<file path="src/iida_pkg.sv">
// Shared types and constants for the interval ID allocator.
package iida_pkg;

  // Request codes carried in the low bits of the input word
  typedef enum logic [1:0] {
    FN_GENERATE = 2'd0,
    FN_QUERY    = 2'd1,
    FN_RESERVE  = 2'd2,
    FN_RELEASE  = 2'd3
  } func_t;

  // Update applied to the cell row in the execute cycle
  typedef enum logic [3:0] {
    OP_NONE,
    OP_GEN_INC,
    OP_GEN_DROP,
    OP_RES_INC,
    OP_RES_DEC,
    OP_RES_DROP,
    OP_RES_SPLIT,
    OP_REL_MERGE,
    OP_REL_PREV,
    OP_REL_NEXT,
    OP_REL_INS
  } cell_op_t;

  typedef enum logic {
    ST_IDLE,
    ST_EXEC
  } state_t;

  // Broadcast from the controller to every cell
  typedef struct packed {
    cell_op_t op;
    logic     capture;
  } cell_cmd_t;

  // What a cell shows its neighbours
  typedef struct packed {
    logic valid;
    logic below;
    logic hit;
    logic above;
  } cell_link_t;

  // Per-cell findings, OR-reduced across the row for the controller
  typedef struct packed {
    logic hit;
    logic lo_hit;
    logic hi_hit;
    logic prev_ok;
    logic next_ok;
  } cell_report_t;

  localparam int FUNC_W     = 2;
  localparam int ID_W       = 32;
  localparam int IN_DATA_W  = 40;
  localparam int OUT_DATA_W = 40;

endpackage

</file>
<file path="src/iida_cell.sv">
// One cell of the free-interval row: holds one interval and its compare flags.
module iida_cell #(
  parameter int ID_BITS = 32,
  parameter bit FIRST   = 1'b0
) (
  input  logic                      clk,
  input  logic                      rst,
  input  iida_pkg::cell_cmd_t       cmd,
  input  logic [ID_BITS-1:0]        key,
  input  iida_pkg::cell_link_t      left,
  input  logic [ID_BITS-1:0]        left_lo,
  input  logic [ID_BITS-1:0]        left_hi,
  input  iida_pkg::cell_link_t      right,
  input  logic [ID_BITS-1:0]        right_lo,
  input  logic [ID_BITS-1:0]        right_hi,
  output iida_pkg::cell_link_t      link,
  output logic [ID_BITS-1:0]        lo,
  output logic [ID_BITS-1:0]        hi,
  output iida_pkg::cell_report_t    report
);

  localparam logic [ID_BITS-1:0] ONE   = {{(ID_BITS-1){1'b0}}, 1'b1};
  localparam logic [ID_BITS:0]   ONE_X = {{ID_BITS{1'b0}}, 1'b1};

  logic               vld;
  logic [ID_BITS-1:0] lo_q;
  logic [ID_BITS-1:0] hi_q;
  logic               below_q;
  logic               hit_q;
  logic               above_q;
  logic               lo_eq_q;
  logic               hi_eq_q;
  logic               nadj_q;
  logic               padj_q;

  logic               vld_next;
  logic [ID_BITS-1:0] lo_next;
  logic [ID_BITS-1:0] hi_next;
  logic               is_p;
  logic               is_pm1;

  // Place of this cell relative to the key: last interval below it, first above it
  assign is_pm1 = below_q & right.above;
  assign is_p   = above_q & left.below;

  assign link.valid = vld;
  assign link.below = below_q;
  assign link.hit   = hit_q;
  assign link.above = above_q;
  assign lo         = lo_q;
  assign hi         = hi_q;

  assign report.hit     = hit_q;
  assign report.lo_hit  = hit_q & lo_eq_q;
  assign report.hi_hit  = hit_q & hi_eq_q;
  assign report.prev_ok = is_pm1 & padj_q;
  assign report.next_ok = is_p & vld & nadj_q;

  // Work out the new interval from own contents or a neighbour's
  always_comb begin
    vld_next = vld;
    lo_next  = lo_q;
    hi_next  = hi_q;
    unique case (cmd.op)
      iida_pkg::OP_NONE: ;
      iida_pkg::OP_GEN_INC: begin
        if (FIRST) begin
          lo_next = lo_q + ONE;
        end
      end
      iida_pkg::OP_GEN_DROP: begin
        vld_next = right.valid;
        lo_next  = right_lo;
        hi_next  = right_hi;
      end
      iida_pkg::OP_RES_INC: begin
        if (hit_q) begin
          lo_next = key + ONE;
        end
      end
      iida_pkg::OP_RES_DEC: begin
        if (hit_q) begin
          hi_next = key - ONE;
        end
      end
      iida_pkg::OP_RES_DROP: begin
        if (hit_q || above_q) begin
          vld_next = right.valid;
          lo_next  = right_lo;
          hi_next  = right_hi;
        end
      end
      iida_pkg::OP_RES_SPLIT: begin
        if (hit_q) begin
          hi_next = key - ONE;
        end else if (above_q && left.hit) begin
          vld_next = 1'b1;
          lo_next  = key + ONE;
          hi_next  = left_hi;
        end else if (above_q) begin
          vld_next = left.valid;
          lo_next  = left_lo;
          hi_next  = left_hi;
        end
      end
      iida_pkg::OP_REL_MERGE: begin
        if (is_pm1) begin
          hi_next = right_hi;
        end else if (above_q) begin
          vld_next = right.valid;
          lo_next  = right_lo;
          hi_next  = right_hi;
        end
      end
      iida_pkg::OP_REL_PREV: begin
        if (is_pm1) begin
          hi_next = key;
        end
      end
      iida_pkg::OP_REL_NEXT: begin
        if (is_p) begin
          lo_next = key;
        end
      end
      iida_pkg::OP_REL_INS: begin
        if (is_p) begin
          vld_next = 1'b1;
          lo_next  = key;
          hi_next  = key;
        end else if (above_q) begin
          vld_next = left.valid;
          lo_next  = left_lo;
          hi_next  = left_hi;
        end
      end
      default: ;
    endcase
  end

  // Hold the interval; the first cell starts as the whole ID range
  always_ff @(posedge clk) begin
    if (rst) begin
      vld  <= FIRST;
      lo_q <= ONE;
      hi_q <= '1;
    end else begin
      vld  <= vld_next;
      lo_q <= lo_next;
      hi_q <= hi_next;
    end
  end

  // Compare the incoming key against this interval when a word is taken
  always_ff @(posedge clk) begin
    if (rst) begin
      below_q <= 1'b0;
      hit_q   <= 1'b0;
      above_q <= 1'b0;
      lo_eq_q <= 1'b0;
      hi_eq_q <= 1'b0;
      nadj_q  <= 1'b0;
      padj_q  <= 1'b0;
    end else if (cmd.capture) begin
      below_q <= vld & (hi_q < key);
      hit_q   <= vld & (lo_q <= key) & (key <= hi_q);
      above_q <= ~vld | (lo_q > key);
      lo_eq_q <= (lo_q == key);
      hi_eq_q <= (hi_q == key);
      nadj_q  <= ({1'b0, lo_q} == ({1'b0, key} + ONE_X));
      padj_q  <= (({1'b0, hi_q} + ONE_X) == {1'b0, key});
    end
  end

endmodule

</file>
<file path="config.mk">
export PLATFORM = sky130hd
export DESIGN_NAME = iida_cell
export DESIGN_NICKNAME = d
export VERILOG_FILES = /design/src/iida_pkg.sv /design/src/iida_cell.sv
export SDC_FILE = /design/constraint.sdc
export NUM_CORES = 1
export LEC_CHECK = 0
export BUFFER_PORTS_ARGS = -buffer_cell sky130_fd_sc_hd__clkbuf_2
export CAP_MARGIN = 10
export CORE_MARGIN = 2
export CORE_UTILIZATION = 50
export CTS_CLUSTER_SIZE = 20
export DETAILED_ROUTE_END_ITERATION = 10
export GPL_TIMING_DRIVEN = 0
export PLACE_DENSITY = 0.86
export SLEW_MARGIN = 30
export SYNTH_ARGS = -nofsm -noshare
export SYNTH_HDL_FRONTEND = slang
export SYNTH_SLANG_ARGS = --single-unit
export TNS_END_PERCENT = 100
</file>
<file path="constraint.sdc">
create_clock -name clk -period 2.7 [get_ports clk]
set_clock_uncertainty 0.15 [all_clocks]
set_input_delay 0.27 -clock clk [delete_from_list [all_inputs] [get_ports clk]]
set_output_delay 0.27 -clock clk [all_outputs]
set_load 0.005 [all_outputs]
</file>
==> out/qor.csv <==
stage;metric;value;unit
outcome;status;complete, but fails checks;
outcome;violations;negative setup slack;
detailed_routing;drtAntennaViolNets;0;
clock_network;cts-hold-fix-buffers;0;
worst_setup_path;crit_top_cell;or3_1;
placed_design;place_congestion;1.037;
logic_synthesis;ys_types;83;
detailed_routing;num_vias;12535;
placed_design;dp.cells;1785;
clock_network;cts-buffers-inserted;9;
final_layout;diodes;0;
clock_network;cts.clk_slew.worst_paths;70;ps
sta;hold_viol;0;
power;leakagePower;5.551;nW
floorplan;fp-row-count;50;
placed_design;place_hpwl;35240;um
worst_setup_path;crit_slowest_cell;dfxtp_4;
sta;max_freq;342.4;MHz
grt;grt-ovfl-total;0;
worst_setup_path;required;2830;ps
logic_synthesis;syn_inst;1310;
worst_setup_path;crit_chain;nand3_4 > or3_1 > buf_6 > buf_4 > or3_1 > o21ai_1 > o2111ai_1 > nor4_4 > nand4_1 > o31ai_2;
sta;worst_slack;-220.9;ps
worst_setup_path;arrival;3050;ps
grt;grt_pass1_wl;67020;um
logic_synthesis;ys.flop_type;dfxtp_1;
clock_network;cts_tree;done;
logic_synthesis;synth-edff-count;0;
grt;grt_max_degree;13;
clock_network;clk_latency;360;ps
sta;slew_headroom;38.94;%
power;power_density;417.4;mW/mm^2
worst_hold_path;hp-class;in2reg;
floorplan;initial_core_util;51.14;%
sta;worst_pin_slew;915.9;ps
floorplan;die_w;142.6;um
worst_setup_path;worst-setup-path-type;reg2reg;
final_layout;fin_nets;1842;
sta;fin_crit;2921;ps
power;ir_drop;0.2969;mV
detailed_routing;wire_per_inst;25.31;um
logic_synthesis;syn_area;0.009598;mm^2
grt;grt.total_usage;43.70;%
logic_synthesis;synth_area_per_cell;7.327;um^2
worst_setup_path;crit_fanout;6;
detailed_routing;drt-initial-drc-count;1668;
clock_network;htree_levels;3;
detailed_routing;drt-total-wl;46550;um
logic_synthesis;syn_nets;1552;
floorplan;chipHeight;142.6;um
logic_synthesis;synth_warnings;0;
worst_setup_path;endpoint_kind;flop;
sta;holdWs;69.47;ps
placed_design;port_buffers;241;
worst_setup_path;cp-start-kind;flop;
sta;drv_slew;0;
floorplan;core_area;0.01877;mm^2
logic_synthesis;synthTopCellsByArea;dfxtp_1 (15%), ha_1 (8.7%), xnor2_1 (6.5%), o21ai_0 (5.8%), a21oi_1 (4.6%);
logic_synthesis;synth_top_area_share;15.02;%
logic_synthesis;yosysSeqAreaShare;15.02;%
sta;rsz0062_at_grt;true;
final_layout;syn2layout_area_growth;27.69;%
detailed_routing;dr.pass1.iters;8;
final_layout;drive_gt1_share;30.34;%
clock_network;cts_max_path_buffers;2;
clock_network;root_buffer;clkbuf_16;
grt;antenna_found_initial;1;
logic_synthesis;async_flop_share;0;%
final_layout;stdcell_count;1839;
sta;period_share;108.2;%
floorplan;ios;248;
grt;grt_pass1_vias;11388;
floorplan;die_area;0.02032;mm^2
detailed_routing;viasPerCell;6.816;
logic_synthesis;ys_seq_elements;72;
detailed_routing;drc;0;
sta;finalSetupViolCount;1;
flow_run;drv_cap;0;
worst_setup_path;cp_slowest_stage_delay;380;ps
logic_synthesis;yosys.area.top_type;dfxtp_1;
clock_network;clock_sinks;72;
-- layout make-up --
type                       count  area [um^2]
fill                        1673         6513
sequential                    72         1486
multi-input combinational   1060         7706
inverter                      68        272.8
timing repair buffer         285         1536
clock buffer                  11        242.7
tap                          234        292.8
clock inverter                 5        103.9
buffer                       104        614.3
-- through the flow --
| step | util, % | total power, mW | worst slack [ps] | cell area [um^2] | setup TNS [ps] |
|---|---|---|---|---|---|
| after floorplan | - | 2.571 | 1.817 | 9608 | 0 |
| after global placement | 59.18 | 3.292 | -1033 | 11110 | -26480 |
| after detailed placement | 59.21 | 3.319 | -952.9 | 11110 | -26960 |
| after CTS | 63.39 | 4.898 | -169.1 | 11900 | -169.1 |
| after global routing | 65.30 | 5.295 | -296.1 | 12260 | -498.2 |
| final | 65.30 | 5.116 | -220.9 | 12260 | -220.9 |
-- per-layer routing --
layer,vias up,track usage (%),part of all wire (%)
met3,196,12.25,13
met2,1036,64.68,42
li1,5469,-,-
met5,-,0,0
met1,5834,56.90,38
met4,0,24.65,5.9
-- Yosys cell counts (17+ instances only) --
library cell	count
a211o_1	17
a21o_1	29
a21oi_1	89
a222oi_1	22
clkbuf_1	76
dfxtp_1	72
ha_1	67
inv_1	66
mux2_2	18
mux2i_1	38
nand2_1	96
nand2b_1	19
nand3_1	31
nand4_1	29
nor2_1	100
nor3_1	41
nor4_1	21
o211ai_1	19
o21ai_0	111
xnor2_1	71
xor2_1	25
-- logic make-up after synthesis --
logic type	after synthesis	synth area share [%]
and+or+nand+nor	426	24.44
AOI/OAI and AO/OA	412	28.64
buffers and inverters	178	7.874
xor gates and xnor gates	98	9.099
DFF	72	15.02
adders and majority gates	67	8.734
muxes	57	6.192
-- report_power, final --
part,leakage [nW],internal [mW],switching [mW],total (mW)
combinational,4.79,0.951,1.32,2.27
sequential,0.592,1.16,0.196,1.36
clock,0.170,0.930,0.554,1.48
total,5.55,3.04,2.07,5.12
-- worst max-delay path, delay by kind of cell, from the launching register on --
family                 cells  cell delay (ps)
AOI/OAI and AO/OA          3              610
buffers and inverters      2              280
DFF                        1              380
and+or+nand+nor            5             1430
-- cell usage in the layout (no fill, tap or decap), types with 10 or more instances in the layout --
master      n
nor4_1     15
a222oi_1   22
nand4_1    29
xnor2_1    70
buf_4      58
xor2_1     25
nand3_1    29
a211oi_1   10
nor2_1    100
o21ai_0   106
a21o_1     29
nand2b_1   19
a211o_1    17
o211ai_1   19
a311oi_1   10
dfxtp_1    52
dfxtp_2    12
and2_1     12
mux2_2     18
inv_1      61
clkbuf_4   15
a21oi_1    87
ha_1       64
a31oi_1    16
clkbuf_1   32
nor4_4     10
buf_6      10
mux2i_1    38
and3_1     12
nor3_1     39
nand2_1    93
clkbuf_2  266
-- sequential cells by signal, indices dropped and copies added, names as in the netlist --
signal   flops
lo_eq_q      1
above_q      1
hit_q        1
nadj_q       1
lo          32
hi_eq_q      1
below_q      1
padj_q       1
hi          32
vld          1
-- worst paths after layout --
path / endpoint / cells after the start / slack (ps) / startpoint
setup / recovery: padj_q$_SDFFE_PP0P_ / 10 / -220 / hi[13]$_SDFFE_PP1P_
hold / removal: lo[10]$_SDFFE_PP0P_ / 3 / 70 / right_lo[10]
setup reg to reg: padj_q$_SDFFE_PP0P_ / 10 / -220 / hi[13]$_SDFFE_PP1P_
hold reg to reg: nadj_q$_SDFFE_PP0P_ / 1 / 350 / nadj_q$_SDFFE_PP0P_
-- timing repair --
item,CTS,global route
resized for setup,91,105
buffers inserted,23,21
pin swaps,12,15
setup endpoints to repair,62,62
Note: power is estimated with default switching activity, not from simulation.
